$ cat src/rtl/hbe_pkg.sv
// shared constants and types for the huffman byte encoder
package hbe_pkg;

  localparam int BYTE_W = 8;
  localparam int PEND_W = 7;
  localparam int CODE_W = 32;
  localparam int LEN_W  = 6;
  localparam int SYM_W  = 8;
  localparam int KIND_W = 2;

  typedef enum logic [KIND_W-1:0] {
    KIND_LOAD   = 2'd0,
    KIND_ENCODE = 2'd1,
    KIND_FLUSH  = 2'd2
  } kind_t;

  // work item passed from the front to the back through the queue
  typedef struct packed {
    logic              flush;
    logic [CODE_W-1:0] code;
    logic [LEN_W-1:0]  len;
  } q_entry_t;

endpackage

$ cat src/rtl/hbe_if.sv


interface hbe_out_if;
  import hbe_pkg::*;
  logic              valid;
  logic              ready;
  logic [BYTE_W-1:0] out_byte;
  logic              last;

  modport source (output valid, out_byte, last, input ready);
  modport sink   (input valid, out_byte, last, output ready);
endinterface

$ cat src/rtl/hbe_back.sv
// back end: bit accumulator that packs codes and emits one byte per cycle while rsp is ready
module hbe_back #(
  parameter int MAX_CODE_LEN = 32
) (
  input  logic              clk,
  input  logic              rst,
  input  hbe_pkg::q_entry_t head,
  input  logic              empty,
  output logic              pop,
  hbe_out_if.source         rsp
);
  import hbe_pkg::*;

  localparam int ACC_W = MAX_CODE_LEN + PEND_W;
  localparam int TOT_W = $clog2(ACC_W + 1);

  logic [ACC_W-1:0]  acc;
  logic [ACC_W-1:0]  acc_next;
  logic [TOT_W-1:0]  total;
  logic [TOT_W-1:0]  total_next;
  logic [TOT_W-1:0]  rem;
  logic [TOT_W-1:0]  t1;
  logic [TOT_W-1:0]  fl_shamt;
  logic [PEND_W-1:0] pend;
  logic [BYTE_W-1:0] emit_byte;
  logic [BYTE_W-1:0] flush_byte;
  logic              out_free;
  logic              emit;
  logic              t1_small;
  logic              take_enc;
  logic              take_fl;
  logic              fl_out;
  logic              out_valid;
  logic [BYTE_W-1:0] out_byte;
  logic              out_last;

  assign out_free = !out_valid || rsp.ready;

  // byte emission from the top of the accumulated bits
  assign rem       = total - TOT_W'(BYTE_W);
  assign emit      = (total >= TOT_W'(BYTE_W)) && out_free;
  assign emit_byte = BYTE_W'(acc >> rem);
  assign t1        = emit ? rem : total;
  assign t1_small  = (t1 < TOT_W'(BYTE_W));

  // leftover bits after this cycle's byte
  assign pend = PEND_W'(acc) & ~({PEND_W{1'b1}} << t1);

  // intake of the next queued entry
  assign take_enc = !empty && !head.flush && t1_small;
  assign take_fl  = !empty && head.flush && t1_small && !emit && out_free;
  assign pop      = take_enc || take_fl;
  assign fl_out   = take_fl && (t1 != '0);
  assign fl_shamt = TOT_W'(BYTE_W) - t1;
  assign flush_byte = BYTE_W'({1'b0, pend} << fl_shamt);

  always_comb begin
    acc_next   = acc;
    total_next = t1;
    if (take_enc) begin
      acc_next   = (ACC_W'(pend) << head.len) | ACC_W'(head.code);
      total_next = t1 + TOT_W'(head.len);
    end else if (take_fl) begin
      total_next = '0;
    end
  end

  // accumulator
  always_ff @(posedge clk) begin
    acc <= acc_next;
  end

  always_ff @(posedge clk) begin
    if (rst) begin
      total <= '0;
    end else begin
      total <= total_next;
    end
  end

  // output register
  always_ff @(posedge clk) begin
    if (rst) begin
      out_valid <= 1'b0;
    end else begin
      out_valid <= emit || fl_out || (out_valid && !rsp.ready);
    end
  end

  always_ff @(posedge clk) begin
    if (emit) begin
      out_byte <= emit_byte;
      out_last <= (rem < TOT_W'(BYTE_W));
    end else if (fl_out) begin
      out_byte <= flush_byte;
      out_last <= 1'b1;
    end
  end

  assign rsp.valid    = out_valid;
  assign rsp.out_byte = out_byte;
  assign rsp.last     = out_last;

endmodule

$ cat src/flat_wrapper.sv
// flat-port wrapper written by rule: the top's interface ports become plain ports
module hbe_back_flat import hbe_pkg::*;
#(
  parameter int MAX_CODE_LEN = 32
)
  (clk, rst, head, empty, pop, rsp_valid, rsp_out_byte, rsp_last, rsp_ready);
  hbe_out_if rsp_i ();
  input  logic clk;
  input  logic rst;
  input  hbe_pkg::q_entry_t head;
  input  logic empty;
  output logic pop;
  output wire logic [$bits(rsp_i.valid)-1:0] rsp_valid;
  output wire logic [$bits(rsp_i.out_byte)-1:0] rsp_out_byte;
  output wire logic [$bits(rsp_i.last)-1:0] rsp_last;
  input wire logic [$bits(rsp_i.ready)-1:0] rsp_ready;
  assign rsp_valid = rsp_i.valid;
  assign rsp_out_byte = rsp_i.out_byte;
  assign rsp_last = rsp_i.last;
  assign rsp_i.ready = rsp_ready;
  hbe_back #(.MAX_CODE_LEN(MAX_CODE_LEN)) u_core (.clk(clk), .rst(rst), .head(head), .empty(empty), .pop(pop), .rsp(rsp_i));
endmodule
$ cat config.mk
export PLATFORM = sky130hd
export DESIGN_NAME = hbe_back_flat
export DESIGN_NICKNAME = d
export VERILOG_FILES = /design/src/rtl/hbe_pkg.sv /design/src/rtl/hbe_if.sv /design/src/rtl/hbe_back.sv /design/src/flat_wrapper.sv
export SDC_FILE = /design/constraint.sdc
export NUM_CORES = 1
export LEC_CHECK = 0
export BUFFER_PORTS_ARGS = -buffer_cell sky130_fd_sc_hd__buf_4
export CAP_MARGIN = 20
export CORE_ASPECT_RATIO = 1.4
export CORE_MARGIN = 4
export CORE_UTILIZATION = 35
export CTS_CLUSTER_SIZE = 40
export DETAILED_ROUTE_END_ITERATION = 10
export PLACE_DENSITY_LB_ADDON = 0.2
export SYNTH_ARGS = -nofsm -noshare
export SYNTH_HDL_FRONTEND = slang
export SYNTH_SLANG_ARGS = --single-unit
$ cat constraint.sdc
create_clock -name clk -period 4.5 [get_ports clk]
set_input_delay 0.9 -clock clk [delete_from_list [all_inputs] [get_ports clk]]
set_output_delay 0.9 -clock clk [all_outputs]
set_load 0.1 [all_outputs]
-- After elaboration in Yosys (flattened, before gate mapping)
Cells that the tools add are included.
- $add $sub $neg: 3
- magnitude comparators: 3
- shifts and indexed selects: 4
- muxes and demuxes: 7
- bitwise gates (word level): 3
- reductions and logical operators: 20
- operators by type and width (operator ; number):
    $or 39x32->39 ; 1
    $shl 7x6->39 ; 1
    $shr 39x6->8 ; 1
    $mux 6 ; 3
    $mux 8 ; 2
    $lt 6x4->1 const B ; 2
    $logic_and 1x1->1 ; 9
    $shl 7x6->8 ; 1
    $and 7x7->7 ; 1
    $not 7->7 ; 1
    $shl 7x6->7 const A ; 1
    $add 6x6->6 ; 1
    $ge 6x4->1 const B ; 1
    $reduce_bool 6->1 ; 1
    $sub 4x6->6 const A ; 1
    $sub 6x4->6 const B ; 1
    $logic_not 1->1 ; 5
    $logic_or 1x1->1 ; 4
    $mux 1 ; 2
    $reduce_bool 2->1 ; 1
- register bits: 55
- input port bits: 43

-- Depth between registers and ports, before layout
- depth after elaboration: 11
- depth in mapped cells: 12

-- Worst setup path before layout
OpenSTA, ideal clock, no wires.
- path type: reg-to-output
- from: register u_core.total[3]
- to: output port pop
- arrival: 2.963 ns
- data required time: 3.600 ns
- setup slack: 0.637 ns
- cell stages (with the launch flop): 11
- buffers on the path: 3
- path through: dfxtp_1 -> buf_2 -> clkinv_1 -> buf_1 -> ha_1 -> buf_2 -> nand2_1 -> nor3_1 -> nor2_1 -> or3_1 -> nand2_1
- word-level cells in the longest chain between the ends: 8
- elaborated cells on any way between the ends: 11
- ends and longest elaborated chain (what ; line ; RTL):
    from (decl) ; hbe_back.sv:19 ; logic [TOT_W-1:0] total;
    from (signal assigned) ; hbe_back.sv:77 ; total <= total_next;
    $ge 6x4->1 ; hbe_back.sv:41 ; assign emit = (total >= TOT_W'(BYTE_W)) && out_free;
    $logic_and 1x1->1 ; hbe_back.sv:41 ;
    $mux 6 ; hbe_back.sv:43 ; assign t1 = emit ? rem : total;
    $lt 6x4->1 ; hbe_back.sv:44 ; assign t1_small = (t1 < TOT_W'(BYTE_W));
    $logic_and 1x1->1 (3 in series) ; hbe_back.sv:51 ; assign take_fl = !empty && head.flush && t1_small && !emit && out_free;
    $logic_or 1x1->1 * ; hbe_back.sv:52 ; assign pop = take_enc || take_fl;
    to (decl) ; flat_wrapper.sv:12 ; output logic pop;
Mark *: on every way between the ends. The rest lies on a longest branch, timed or not.

-- Worst setup path after layout
Same ends and word-level chain as after synthesis.

==> reports/metrics.cfg <==
[run_status]
status=finished, final reports clean

[logic_synthesis]
synthArstFlopShare_pct=0
synth-seq-cells=55
synth_edf_count=48
yosysSeqAreaShare_pct=32.6
synth_area_mm2=0.00485
ys.flop_type=edfxtp_1
synth_warnings=0
yosysUniqueCellTypes=71
synthesis.instances=518
synth_fp_nets=570
syn_avg_cell_area_um2=9.36

[pwr]
p_sw_share_pct=52.1
ir_drop_mv=0.244
p_int_uw=1760
p_seq_share_pct=22.7
pwr-share-clk_pct=11.7
leakagePower_uw=0.00200
p_per_area_mw_per_mm2=665
p_comb_share_pct=65.6
p_sw_uw=1920

[sta]
drv_slew=0
fmax_mhz=261
fin_crit_ns=3.83
setup_viol=0
skew_ns=0.00514
rsz0062_at_grt=false
period_share_pct=85.2
setup_tns_ns=0
hold_viol=0
worst_pin_slew_ns=0.727
maxSlewHeadroom_pct=50.9

[grt]
grt_max_degree=46
grt_pass1_vias=4414
track_usage_pct=20.0
grt_first_pass_wirelength_um=24700
grt.overflow.total=0
antenna_found_initial=0

[layout]
layout-drive-gt1-share_pct=22.1
area_growth_pct=14.1
antenna_cells=0
final_common_cell=nand2_1
final_cell_mix=nand2_1 (63), buf_4 (61), edfxtp_1 (48)
finalInstanceArea_mm2=0.00553
final_core_util_pct=41.1
fin_nets=602

[drt]
ant_nets=0
wl_um=15600
wire_per_inst_um=21.2
via_per_inst=5.98
dr.first_iter.drc_count=370
dr.pass1.iters=5
num_vias=4386
drc=0

[clocking]
cts_hold_buf=0
cts_tree=built
htreeDepth=2
clock_sinks=55
clockBufferDepth=2
cts_made_buffers=5
clockRootBuffer=clkbuf_16
path_clk_slew_ns=0.08
postCtsSetupBuffers=0
ctsResizeCount=0
clk_latency_ns=0.31

[placement]
place_hpwl_um=12400
placed_area_mm2=0.00537
gp_congestion=0.929
buffer_ports.inserted=53

[setup_path]
cp_data_arrival_time_ns=2.93
worst-setup-path-type=reg -> out
path_cells=clkinv_1 -> buf_4 -> ha_1 -> nand2_1 -> nor3_1 -> nor2_1 -> or3_1 -> nand2_1 -> buf_4
reg2reg_from=u_core.total[3]$_SDFF_PP0_
slowest_delay_ns=0.54
cpMaxStageDelayCell=ha_1
cp_max_fo=17
end_kind=output port
critPathLaunchType=register
worstPathRequired_ns=3.60
startpoint=u_core.total[3]$_SDFF_PP0_

[floorplanning]
num_io_pins=54
core_mm2=0.0135
initial_core_util_pct=36.0
die_area_mm2=0.0158
rows=50
fp.dieH_um=147
dieWidth_um=107

[hold_path]
hp-class=reg -> reg
holdCritStartpoint=u_core.total[1]$_SDFFE_PP0P_

[flow_run]
cap_violations=0

==> layout make-up <==
cell class	instances	area, µm²
Multi-Input combinational cell	417	3060
Clock buffer	5	125
Sequential cell	55	1580
Tap cell	182	228
Inverter	10	37.5
Fill cell	1336	7920
Timing Repair Buffer	61	458
Clock inverter	3	33.8
==> Yosys cell counts, types with 4 or more instances <==
master    number  area share (%)
nand2_1       63             4.9
edfxtp_1      48              30
nor2_1        47             3.6
a21oi_1       28             2.9
mux2i_1       28             5.8
a211oi_1      19             2.9
clkbuf_1      19             1.5
o21ai_0       18             1.9
mux2_2        16             3.7
mux4_2        16             7.4
nor3_1        13             1.3
a221o_1       12             2.5
o21bai_1      12             1.9
nand3_1       11             1.1
a31oi_1       10             1.3
buf_2         10             1.0
o22ai_1       10             1.3
nor2b_1        9             1.2
ha_1           8             2.1
inv_1          8            0.62
and2_1         7            0.90
dfxtp_1        7             2.9
nand2b_1       7            0.90
a21o_1         5            0.77
a311o_1        5             1.0
o211ai_1       5            0.77
or3_1          5            0.65
a221oi_1       4            0.72
and3_1         4            0.52
buf_1          4            0.31
nand4_1        4            0.52
xnor2_1        4            0.72
==> logic make-up (layout without fill, tap and decap cells) <==
kind of cell | count (synthesis) | count (layout) | synth area share (%)
AO/OA/AOI/OAI | 158 | 158 | 23.9
XOR/XNOR | 6 | 6 | 1.47
adder cells (fa/ha/maj) | 9 | 9 | 2.48
buffers and inverters | 46 | 79 | 4.16
flip-flops | 55 | 55 | 32.6
multiplexers | 61 | 61 | 17.2
AND/OR/NAND/NOR | 183 | 183 | 18.2
==> power by group through the flow <==
stage	registers (µW)	logic, µW	clock network [µW]
final	833	2410	430
after global placement	842	2370	0
after detailed placement	845	2380	0
after CTS	834	2390	436
after floorplan	1130	1510	0
after global routing	850	2580	459
==> critical path: cells and delay by family (launching register included) <==
kind                     cells  cell delay, ns
AND/OR/NAND/NOR              5            1.20
buffers and inverters        3            0.55
adder cells (fa/ha/maj)      1            0.54
flip-flops                   1            0.34
==> state kept, by name, summed over array words and instances (netlist names) <==
name	flops
u_core.total	6
u_core.acc	39
u_core.rsp.out_byte	8
u_core.rsp.last	1
u_core.rsp.valid	1
==> stage by stage <==
stage / setup slack (ns) / power, µW / instances / hold slack, ns
2_1_floorplan: 0.637 / 2640 / 518 / 0.611
4_1_cts: 0.692 / 3660 / 733 / 0.561
3_5_place_dp: 1.01 / 3220 / 725 / 0.546
3_3_place_gp: 1.05 / 3210 / 725 / 0.557
5_1_grt: 0.465 / 3890 / 733 / 0.580
6_report: 0.666 / 3680 / 733 / 0.563
==> routing by layer <==
metal / vias to the layer above / routed length (µm) / GRT usage, %
li1: 2074 / - / -
met1: 2076 / 6150 / 23.4
met2: 189 / 8000 / 35.7
met3: 47 / 690 / 2.73
met4: 0 / 726 / 9.10
met5: - / 0 / 0
==> final timing paths <==
kind	endpoint	slack, ns	cells past startpoint
worst max-delay path	pop	0.67	9
worst min-delay path	u_core.total[1]$_SDFFE_PP0P_	0.56	2
worst max register to register	u_core.acc[15]$_DFFE_PP_	1.11	10
worst min register to register	u_core.total[1]$_SDFFE_PP0P_	0.56	2
Power figures use the tool's default switching activity.
