===== src/rtl/hbe_pkg.sv =====
// shared constants and types for the huffman byte encoder
package hbe_pkg;

  localparam int BYTE_W = 8;
  localparam int PEND_W = 7;
  localparam int CODE_W = 32;
  localparam int LEN_W  = 6;
  localparam int SYM_W  = 8;
  localparam int KIND_W = 2;

  typedef enum logic [KIND_W-1:0] {
    KIND_LOAD   = 2'd0,
    KIND_ENCODE = 2'd1,
    KIND_FLUSH  = 2'd2
  } kind_t;

  // work item passed from the front to the back through the queue
  typedef struct packed {
    logic              flush;
    logic [CODE_W-1:0] code;
    logic [LEN_W-1:0]  len;
  } q_entry_t;

endpackage


===== src/rtl/hbe_fifo.sv =====
// short queue of work entries between front and back
module hbe_fifo #(
  parameter int DEPTH = 4
) (
  input  logic              clk,
  input  logic              rst,
  input  logic              push,
  input  hbe_pkg::q_entry_t push_data,
  output logic              full,
  input  logic              pop,
  output hbe_pkg::q_entry_t head,
  output logic              empty
);
  import hbe_pkg::*;

  localparam int PTR_W = (DEPTH > 1) ? $clog2(DEPTH) : 1;
  localparam int CNT_W = $clog2(DEPTH + 1);

  q_entry_t           slots [DEPTH];
  logic [PTR_W-1:0]   wr_ptr;
  logic [PTR_W-1:0]   rd_ptr;
  logic [CNT_W-1:0]   count;
  logic               do_push;
  logic               do_pop;

  assign full    = (count == CNT_W'(DEPTH));
  assign empty   = (count == '0);
  assign do_push = push && !full;
  assign do_pop  = pop && !empty;
  assign head    = slots[rd_ptr];

  // storage
  always_ff @(posedge clk) begin
    if (do_push) begin
      slots[wr_ptr] <= push_data;
    end
  end

  // pointers and fill count
  always_ff @(posedge clk) begin
    if (rst) begin
      wr_ptr <= '0;
      rd_ptr <= '0;
      count  <= '0;
    end else begin
      if (do_push) begin
        wr_ptr <= (wr_ptr == PTR_W'(DEPTH - 1)) ? '0 : wr_ptr + PTR_W'(1);
      end
      if (do_pop) begin
        rd_ptr <= (rd_ptr == PTR_W'(DEPTH - 1)) ? '0 : rd_ptr + PTR_W'(1);
      end
      case ({do_push, do_pop})
        2'b10:   count <= count + CNT_W'(1);
        2'b01:   count <= count - CNT_W'(1);
        default: count <= count;
      endcase
    end
  end

endmodule


===== config.mk =====
export PLATFORM = sky130hd
export DESIGN_NAME = hbe_fifo
export DESIGN_NICKNAME = d
export VERILOG_FILES = /design/src/rtl/hbe_pkg.sv /design/src/rtl/hbe_fifo.sv
export SDC_FILE = /design/constraint.sdc
export NUM_CORES = 1
export LEC_CHECK = 0
export ABC_AREA = 0
export BUFFER_PORTS_ARGS = -buffer_cell sky130_fd_sc_hd__buf_2
export CAP_MARGIN = 40
export CORE_ASPECT_RATIO = 1.5
export CORE_MARGIN = 10
export CORE_UTILIZATION = 45
export CTS_CLUSTER_DIAMETER = 100
export DETAILED_ROUTE_END_ITERATION = 10
export RECOVER_POWER = 100
export REMOVE_ABC_BUFFERS = 1
export SLEW_MARGIN = 20
export SYNTH_ARGS = -nofsm -noshare
export SYNTH_HDL_FRONTEND = slang
export SYNTH_SLANG_ARGS = --single-unit

===== constraint.sdc =====
create_clock -name clk -period 6 [get_ports clk]
set_clock_uncertainty 0.05 [all_clocks]
set_input_delay 0.6 -clock clk [delete_from_list [all_inputs] [get_ports clk]]
set_output_delay 0.6 -clock clk [all_outputs]
set_load 0.02 [all_outputs]

# Word-level counts from Yosys, hierarchy flattened
# Memory sizes are Yosys's and may differ from the RTL's. A register that Yosys moved wholly into a read port is not among the register bits.
# Index checks and enable logic that the tools add are counted.
# totals
mem_count,1
out_inout_bits,41
wordCells,26
mem_bits_rw,156
register_bits,7
# memory_table
memory,words,word_bits,read_ports,rd_clocked_by_memory_dff,wr,line_no,rtl
slots,4,39,1,1,1,hbe_fifo.sv:19,q_entry_t slots [DEPTH];
# classes
mux,7
reduce_logical,6
n_eq_ne,5
add_sub_neg,4
# op_table
cell,n
$mux 2,4
$eq 2x2->1 const B,3
$pmux 3 s2,1
$add 2x1->2 const B,2
$add 3x1->3 const B,1
$eq 3x3->1 const B,1
$logic_not 3->1,1
$sub 3x1->3 const B,1
$eq 2x1->1 const B,1
$logic_and 1x1->1,2
$logic_not 1->1,2
$mux 1,2
$reduce_bool 2->1,1

# Logic depth before layout (Yosys ltp)
# Gate-level depths: netlist of the first run.
# depth
depth_word,5
ltp_mapped,10
depth_no_buf,9

# Least setup slack after synthesis of the first run
# No wires, ideal clock.
# synth_path
path_kind,register to register
start,register count[2]
end,register count[2]
synth_period_minus_slack_ps,2400
arrival_time_ps,2280
slack_ps,3600
stages_incl_launch_ff,11
cell_sequence,dfxtp_1 or3b_1 buf_6 and2_4 inv_1 ha_1 inv_1 fa_1 xor2_1 or3_2 a21oi_1
# synth_via
elab_chain_cells,5
elab_cells_between_ends,12
classes_between,add/sub: 2; eq/ne: 3; mux: 1; reduce/logical: 6
# synth_rtl
item,line_no,rtl
"start, declared",hbe_fifo.sv:22,logic [CNT_W-1:0] count;
"start signal, assigned",hbe_fifo.sv:53,2'b10: count <= count + CNT_W'(1);
"start signal, assigned",hbe_fifo.sv:54,2'b01: count <= count - CNT_W'(1);
"start signal, assigned",hbe_fifo.sv:55,default: count <= count;
$eq 3x3->1 or $logic_not 3->1 (tied branches),"hbe_fifo.sv:26, hbe_fifo.sv:27",
$logic_not 1->1 (on tied branches),"hbe_fifo.sv:28, hbe_fifo.sv:29",
$logic_and 1x1->1 (on tied branches),"hbe_fifo.sv:28, hbe_fifo.sv:29",
$eq 2x1->1 or $eq 2x2->1 (tied branches),hbe_fifo.sv:52,"case ({do_push, do_pop})"
$pmux 3 s2 or $reduce_bool 2->1 (tied branches),--,
# Parallel ways exist; a longest one is shown, timed or not.
# A chain may end at the register's enable or synchronous reset.

==> results.md, run 1 <==
Critical path:
- At the worst endpoint, the arrival time is 2910 ps.
- The startpoint of the worst-slack reg-to-reg timing path is count[0].
- The largest fanout on the critical path is 39.
- The sort of element at the start of the critical path is a flip-flop.
- The end of the worst register-to-register path is slots[0][1].
- The worst register-to-register path has a setup slack of 2740 ps.
- At the worst endpoint, the required time is 5350 ps.
- Counting cells, the worst reg-to-reg path comes to 3.
- The path type of the worst setup path is flip-flop to output port.
- The endpoint class of the critical path is an output port.

Detailed routing:
- The number of iterations in the first detailed-routing pass is 6.
- The DRC violations left is 0.
- In this run, the number of DRC markers left after iteration 0 of detailed routing was 81.
- The count of nets left with antenna violations after detail routing is 0.
- The final wirelength is 11,150 µm.
- The final route contains 2,779 vias.
- In the routed layout, each cell is associated on average with a via count of 5.234.
- Dividing the detail-routed wire length by the instance count gives 20.99 µm.

Final layout:
- For this run, the share of the core covered by cells in the final layout is 0.5344.
- Summing all flip-flop and latch instances after layout gives 0.004868 mm².
- In the final layout, the share of cells above drive strength 1 is 0.2065.
- The multi-input combinational cells in the finished layout cover a total of 0.001146 mm².
- The growth of design area from synthesis to finish is 17.22%.
- After the last flow step, the layout net total stands at 405.
- The fill cell total of the finished layout is 1,096.
- The number of cells in the finished layout apart from fillers is 531.

Clocking:
- The number of setup buffers added after CTS is 0.
- Hold repair after CTS inserted 0 buffers.
- Counting the buffers created by CTS gives 17.
- The CTS root buffer is clkbuf_16.
- Clock tree synthesis found a total of 165 sinks.
- Clock-pin slew was measured on the worst setup and hold paths at 70 ps.
- For the worst-skew pair, the clock arrives at the later sink with an insertion delay of 410 ps.
- The deepest level of the CTS H-tree is 4.
- The post-cts sizing count is 0.
- TritonCTS built the clock tree.
- No sink is reached through more buffers than the 2 on the longest clock path.

STA:
- After routing, the total negative slack on setup checks comes to 0 ps.
- For the pin with the worst max-slew slack, the measured transition is 2043 ps.
- The final count of hold timing violations is 0.
- The timing-limited maximum frequency is 281.1 MHz.
- Headroom to the max-slew limit came out at -0.3636.
- Setup repair after global routing left no endpoint under its margin.
- The final max-slew violation count was 66.
- The final period utilization is 0.5930.
- The final number of setup-violating endpoints is 0.
- Setup slack on the critical path of the routed design comes to 2442 ps.
- The final period demand of the worst path is 3558 ps.

Hold path:
- The worst hold path startpoint is push_data[33].
- The min-delay analysis places its worst path in the category input pin to flip-flop.
- For hold timing, the worst endpoint is slots[2][33].
- Along the worst hold path, the cell count comes to 1.

Synthesis:
- The post-synthesis cell type count is 26.
- The Yosys step of the flow raised 0 warnings.
- After synthesis, the cell types taking the most area are edfxtp_1, mux4_2, dfxtp_1.
- Of all cell types, the one taking the most synthesized area is edfxtp_1.
- The library cell with the highest instance count after synthesis is edfxtp_1.
- The commonest cells after synthesis are edfxtp_1, mux4_2, dfxtp_1.
- The flip-flop cell with the highest count after synthesis is edfxtp_1.
- The number of instances in the synthesized netlist is 257.
- The combined area of all synthesized cells is 0.006110 mm².
- The async set-or-reset flop fraction in the synthesized netlist is 0.
- The count of flip-flops with a built-in enable after synthesis is 156.
- The share of the Yosys chip area taken by registers is 0.7962.
- The synthesized design contains 165 register bits.
- The average size of a mapped cell is 23.77 µm².
- Of the post-synthesis cell area, the dominant cell type holds 0.7667.

Global routing:
- The first global-routing pass estimated 17,280 µm of wire.
- The initial antenna violation count is 1.
- The final global-route overflow total is 0.
- The number of global-route vias before repair is 3,098.
- The global-route usage over all layers is 0.1250.
- The largest net degree at the start of global routing is 40.

Die:
- The initial utilization of the core area, before any placement, comes to 0.4558.
- The floorplan step defined a die boundary enclosing 0.01873 mm².
- The placement row count is 52.
- The floorplan step defined a core boundary enclosing 0.01340 mm².
- 84 I/O pins were placed.
- The die is 162.7 µm tall.
- The die span in x is 115.1 µm.

Place:
- The count of buffers from port buffering is 83.
- Before CTS, the worst setup slack after placement is 3462 ps.
- The routability congestion estimate is 0.6984.
- The instance count after placement with tap cells included is 498.
- After legalization and detailed placement, the total HPWL measured 7022 µm.

Outcome:
- The checks that failed: max-capacitance violations, max-slew violations.
- The flow ran to the end, but the final reports show violations.

Pwr:
- Summed over all nets, the switching power comes to 0.8894 mW.
- Cell internal power was estimated by the tool at 2.221 mW.
- Of the total power, the share spent switching nets is 0.2859.
- The share of total power dissipated in the clock network is 0.327.
- The power share of the sequential group is 0.469.
- The power density over the cells is 434.4 mW/mm².
- IR analysis of the VDD net gives a maximum drop of 0.2381 mV.
- The static leakage power is 2.259 nW.
- The part of the total power dissipated in combinational logic is 0.204.

Job:
- Across the run, the number of max-cap violations was 2.
cells by family (layout without fill, tap and decap cells):
group,count (synthesis),count (layout),share of synthesized area
AOI/OAI and AO/OA,8,8,0.008601
xor gates and xnor gates,2,2,0.002868
adders and majority gates,7,7,0.01556
buffers and inverters,18,129,0.01495
DFF,165,165,0.7962
muxes,40,40,0.1454
other,0,1,0
and+or+nand+nor,17,17,0.01638
critical path, cell delays in order, from the launching register on:
cell and delay [ps]:
dfxtp_1 1700, mux4_2 520, clkbuf_1 260
sequential cells by signal, indices dropped and copies added (netlist names), named ones only:
| signal | flops |
|---|---|
| slots | 156 |
| count | 3 |
| wr_ptr | 2 |
| rd_ptr | 2 |
final cells by class:
type                    instances  share of cell area
diodes                          1           0.0003494
clock buffers                  18             0.05992
clock inverters                14             0.01782
inverters                       8            0.004193
multi-input cells              74              0.1600
flip-flops and latches        165              0.6798
well taps                     162             0.02830
repair buffers                 89             0.04962
power by group through the flow:
stage          clock, mW  sequential [mW]  combinational, mW
2_1_floorplan          0             1.48              0.439
3_3_place_gp           0             1.52              0.627
3_5_place_dp           0             1.48              0.703
4_1_cts             1.04             1.46              0.704
5_1_grt             1.09             1.48              0.694
6_report            1.02             1.46              0.636
metal layers:
layer | GRT usage | part of all wire | vias to the layer above
met5 | 0 | 0 | -
met4 | 0.05700 | 0.019 | 0
met3 | 0.04093 | 0.055 | 14
met2 | 0.2079 | 0.54 | 64
met1 | 0.1422 | 0.39 | 1433
li1 | - | - | 1268
metrics by stage:
step	total power [mW]	cell area (µm²)	hold slack, ps
2_1_floorplan	1.920	6048	405.9
5_1_grt	3.259	7162	382.7
6_report	3.111	7162	392.1
3_5_place_dp	2.188	6784	439.3
4_1_cts	3.205	7341	329.2
3_3_place_gp	2.145	6686	416.2
how the worst max path moves through the flow:
| stage | start | endpoint | slack (ps) | depth (start not counted) |
|---|---|---|---|---|
| after floorplan | flip-flop | head[0] | 2900 | 1 |
| after global placement | count[2] | count[2] | 3530 | 9 |
| after detailed placement | count[2] | count[2] | 3460 | 9 |
| after CTS | flip-flop | head[1] | 3260 | 3 |
| after global routing | flip-flop | head[1] | 2150 | 2 |
| final | flip-flop | head[1] | 2440 | 2 |
placed cells by master, fill, tap and decap left out, types with 6 or more instances in the layout:
cell and count:
mux4_2 39, edfxtp_1 156, ha_1 6, dfxtp_1 8
clkbuf_16 17, clkbuf_1 85, inv_1 8
Power figures use the tool's default switching activity.
==> run 2: changes to the inputs <==
Settings changed: ABC_AREA 0 to 1.
Clock period 6 ns to 3.7 ns, I/O delays scaled along.
==> run 2 against run 1 <==
Against the previous run:
- the run still ends with max-capacitance violations, max-slew violations left
- worst setup slack worse by 1800 ps
- via count increased by 35%
- cell area rose by 1.9%
- combinational power is 120% higher
- sequential power up 63%
- count of clock-buffer cells in the layout increased by 6
- register-to-register slack got worse by 2100 ps
- critical path type unchanged
- critical endpoint is now head[0]
==> results.md, run 2 <==
Pwr:
- The power share of the sequential group is 0.433.
- The completed layout was analyzed and its total power is 5.499 mW.
- The part of the total power dissipated in combinational logic is 0.261.
- Of the total power, the share spent switching nets is 0.3339.
- The power density over the cells is 753.6 mW/mm².
- Summed over all nets, the switching power comes to 1.836 mW.
- The cell-internal power is 3.663 mW.
- The analysis attributes to cell leakage a power of 2.467 nW.
- The worst vdd rail ir drop is 0.3725 mV.
- Of the total power, the clock network draws 0.306.

Synthesis:
- The number of instances in the synthesized netlist is 450.
- During synthesis, Yosys emitted a total of 0 warnings.
- The share of synthesized area in the top cell type comes to 0.7446.
- In this run, distinct cell masters in the synthesized netlist total 22.
- The proportion of synthesized chip area in sequential cells is 0.7733.
- The async set-or-reset flop fraction in the synthesized netlist is 0.
- Yosys mapped a number of flops with a built-in enable equal to 156.
- Among all cell types in the netlist, the one instantiated most often is edfxtp_1.
- The synthesized flop and latch total is 165.
- The cell accounting for the most synthesized area is edfxtp_1.
- A synthesized cell averages 13.98 µm².
- The mapped netlist covers 0.006291 mm².
- Counting instances in the post-synthesis netlist gives the leading cell types as edfxtp_1, nor2_1, o21ai_0.
- Yosys attributes the largest share of cell area to edfxtp_1, o21ai_0, nor2_1.
- The flip-flop cell with the highest count after synthesis is edfxtp_1.

Final layout:
- The largest registers in the layout are slots: 156 flops, count: 3 flops.
- The register with the most flip-flops in the layout has 156 of them.
- The number of antenna diodes in the final layout is 0.
- Summing all non-filler instances in the final layout gives an area of 0.007297 mm².
- Compared with the post-synthesis result, the final layout area differs by 15.99%.
- The share of final-layout standard cells stronger than drive strength 1 is 0.08775.
- The final-stage net count is 584.
- The largest register by flop count is slots.
- The most common cell after layout, fill and taps aside is edfxtp_1.
- The top cell types in the final layout, fill and taps aside, are edfxtp_1, nor2_1, clkbuf_1.
- Summing all flip-flop and latch instances after layout gives 0.004867 mm².
- In the final layout, the multi-input gates occupy 0.001191 mm².
- The number of cells in the finished layout apart from fillers is 709.
- The post-layout utilization of the core is 0.5366.
- The fill cell total of the finished layout is 1,161.

Clocking:
- CTS placed an instance of clkbuf_16 at the clock tree root.
- The hold buffer count at cts is 0.
- Buffers added to address setup during post-CTS repair amount to 0.
- The clock passes through at most 2 buffers.
- The number of gates resized after CTS was 0.
- The deepest level of the CTS H-tree is 4.
- The number of clock sinks is 165.
- After clock tree synthesis, the clock-pin slew on the worst setup and hold paths is 60 ps.
- The clock latency at the later pin of the worst-skew pair is 410 ps.
- The TritonCTS clock tree is done.
- Clock tree synthesis inserted a total of 17 buffers.

Place:
- The instance count after placement with tap cells included is 676.
- The instance area after placement is 0.006822 mm².
- At the placement stage, the worst setup path has a slack of 1321 ps.
- Routability-driven placement finished with a final weighted congestion of 0.7483.
- Detailed placement ended at an HPWL of 7963 µm.
- The count of buffers from port buffering is 83.

STA:
- The relative max-transition margin is -0.3216.
- The final count of hold timing violations is 0.
- Static timing analysis puts the maximum clock frequency at 321.8 MHz.
- Of the available clock period, the critical path in the final layout requires 0.8399.
- The final number of setup-violating endpoints is 0.
- Setup repair after global routing left no endpoint under its margin.
- The measured slew at the worst slew-check pin is 1975 ps.
- The final period demand of the worst path is 3108 ps.
- On the final layout, the worst hold slack is 148.8 ps.
- The final max-slew violation count was 21.
- In the final timing run, aggregate negative setup slack is 0 ps.
- The final worst setup slack is 592.4 ps.

Hold path:
- The worst hold path belongs to the class input pin to flip-flop.

Die:
- The floorplan step defined a die boundary enclosing 0.01921 mm².
- The initial utilization of the core area, before any placement, comes to 0.4626.
- The core footprint is 0.01360 mm².
- The placement row count is 52.
- The number of I/O pins is 84.
- The die span in x is 116.5 µm.
- The die extent in y is 164.8 µm.

Critical path:
- The critical path is of the flip-flop to output port type.
- The worst setup path is captured at an output port.
- The sort of element at the start of the critical path is a flip-flop.
- In this run the worst path has a maximum fanout of 44.
- Data on the critical path arrives at its endpoint at 2690 ps.
- The worst path required time is 3280 ps.

Detailed routing:
- The DRC violations left is 0.
- The overall via count from detail_route is 3,745.
- In the final routed layout, each cell accounts on average for 18.55 µm.
- The first routing iteration left 235 violations.
- Once detail routing completed, the nets flagged for antenna violations numbered 0.
- The average vias per placed instance is 5.282.
- For this run, the detailed router's first-pass iteration total came to 4.
- The final wirelength is 13,150 µm.

Global routing:
- Entering global routing, the biggest net connects 79 pins.
- Global routing finished with a remaining overflow of 0.
- The initial antenna violation count is 1.
- The global-route usage over all layers is 0.1399.
- The global-route wire length before repair is 20,320 µm.
- The number of global-route vias before repair is 3,954.

Job:
- The tool flagged a number of max-cap violations equal to 1.

Outcome:
- The run finished, with violations left.
- The checks that failed: max-capacitance violations, max-slew violations.
[run 2: cell count changes in the layout (fill, tap and decap cells not counted), sizes merged, moves of 9 or more]
cell / change
mux4: -39
buf: +9
nor2: +88
nand2: +13
o21ai: +79
o22ai: +39
[run 2: power by group through the flow]
stage | Sequential (mW) | Clock [mW] | Combinational [mW]
floorplan | 2.40 | 0 | 0.935
global placement | 2.41 | 0 | 1.51
detailed placement | 2.42 | 0 | 1.53
CTS | 2.38 | 1.71 | 1.54
global route | 2.40 | 1.79 | 1.61
finish | 2.38 | 1.68 | 1.43
[run 2: cells by family after synthesis]
family	count (synthesis)	share of synthesized area
DFF	165	0.7733
AOI/OAI and AO/OA	123	0.1056
and+or+nand+nor	110	0.06742
buffers and inverters	45	0.03858
adders and majority gates	7	0.01512
[run 2: metal layers]
metal  GRT usage  share of wire
met3     0.04503          0.065
met1      0.1550           0.40
met5           0        0.00091
met2      0.2448           0.53
met4     0.05017          0.013
[run 2: worst paths after layout]
check | from | to | slack, ps | cells past startpoint
max | flip-flop | head[0] | 590 | 4
min reg2reg | rd_ptr[1] | flip-flop | 480 | 2
min | push_data[31] | slots[1][31] | 150 | 1
max reg2reg | count[1] | slots[3][22] | 640 | 6
[run 2: area by class of cell]
cell class              count  area share
clock inverters             8     0.01389
clock buffers              24     0.06464
flip-flops and latches    165      0.6670
inverters                  20     0.01063
well taps                 162     0.02778
repair buffers             90     0.05281
multi-input cells         240      0.1632
[run 2: worst max-delay path, stage by stage, from the launching register on]
cell and delay (ps):
dfxtp_2 760, clkbuf_2 750, o21ai_0 210, o22ai_1 260, clkbuf_1 270
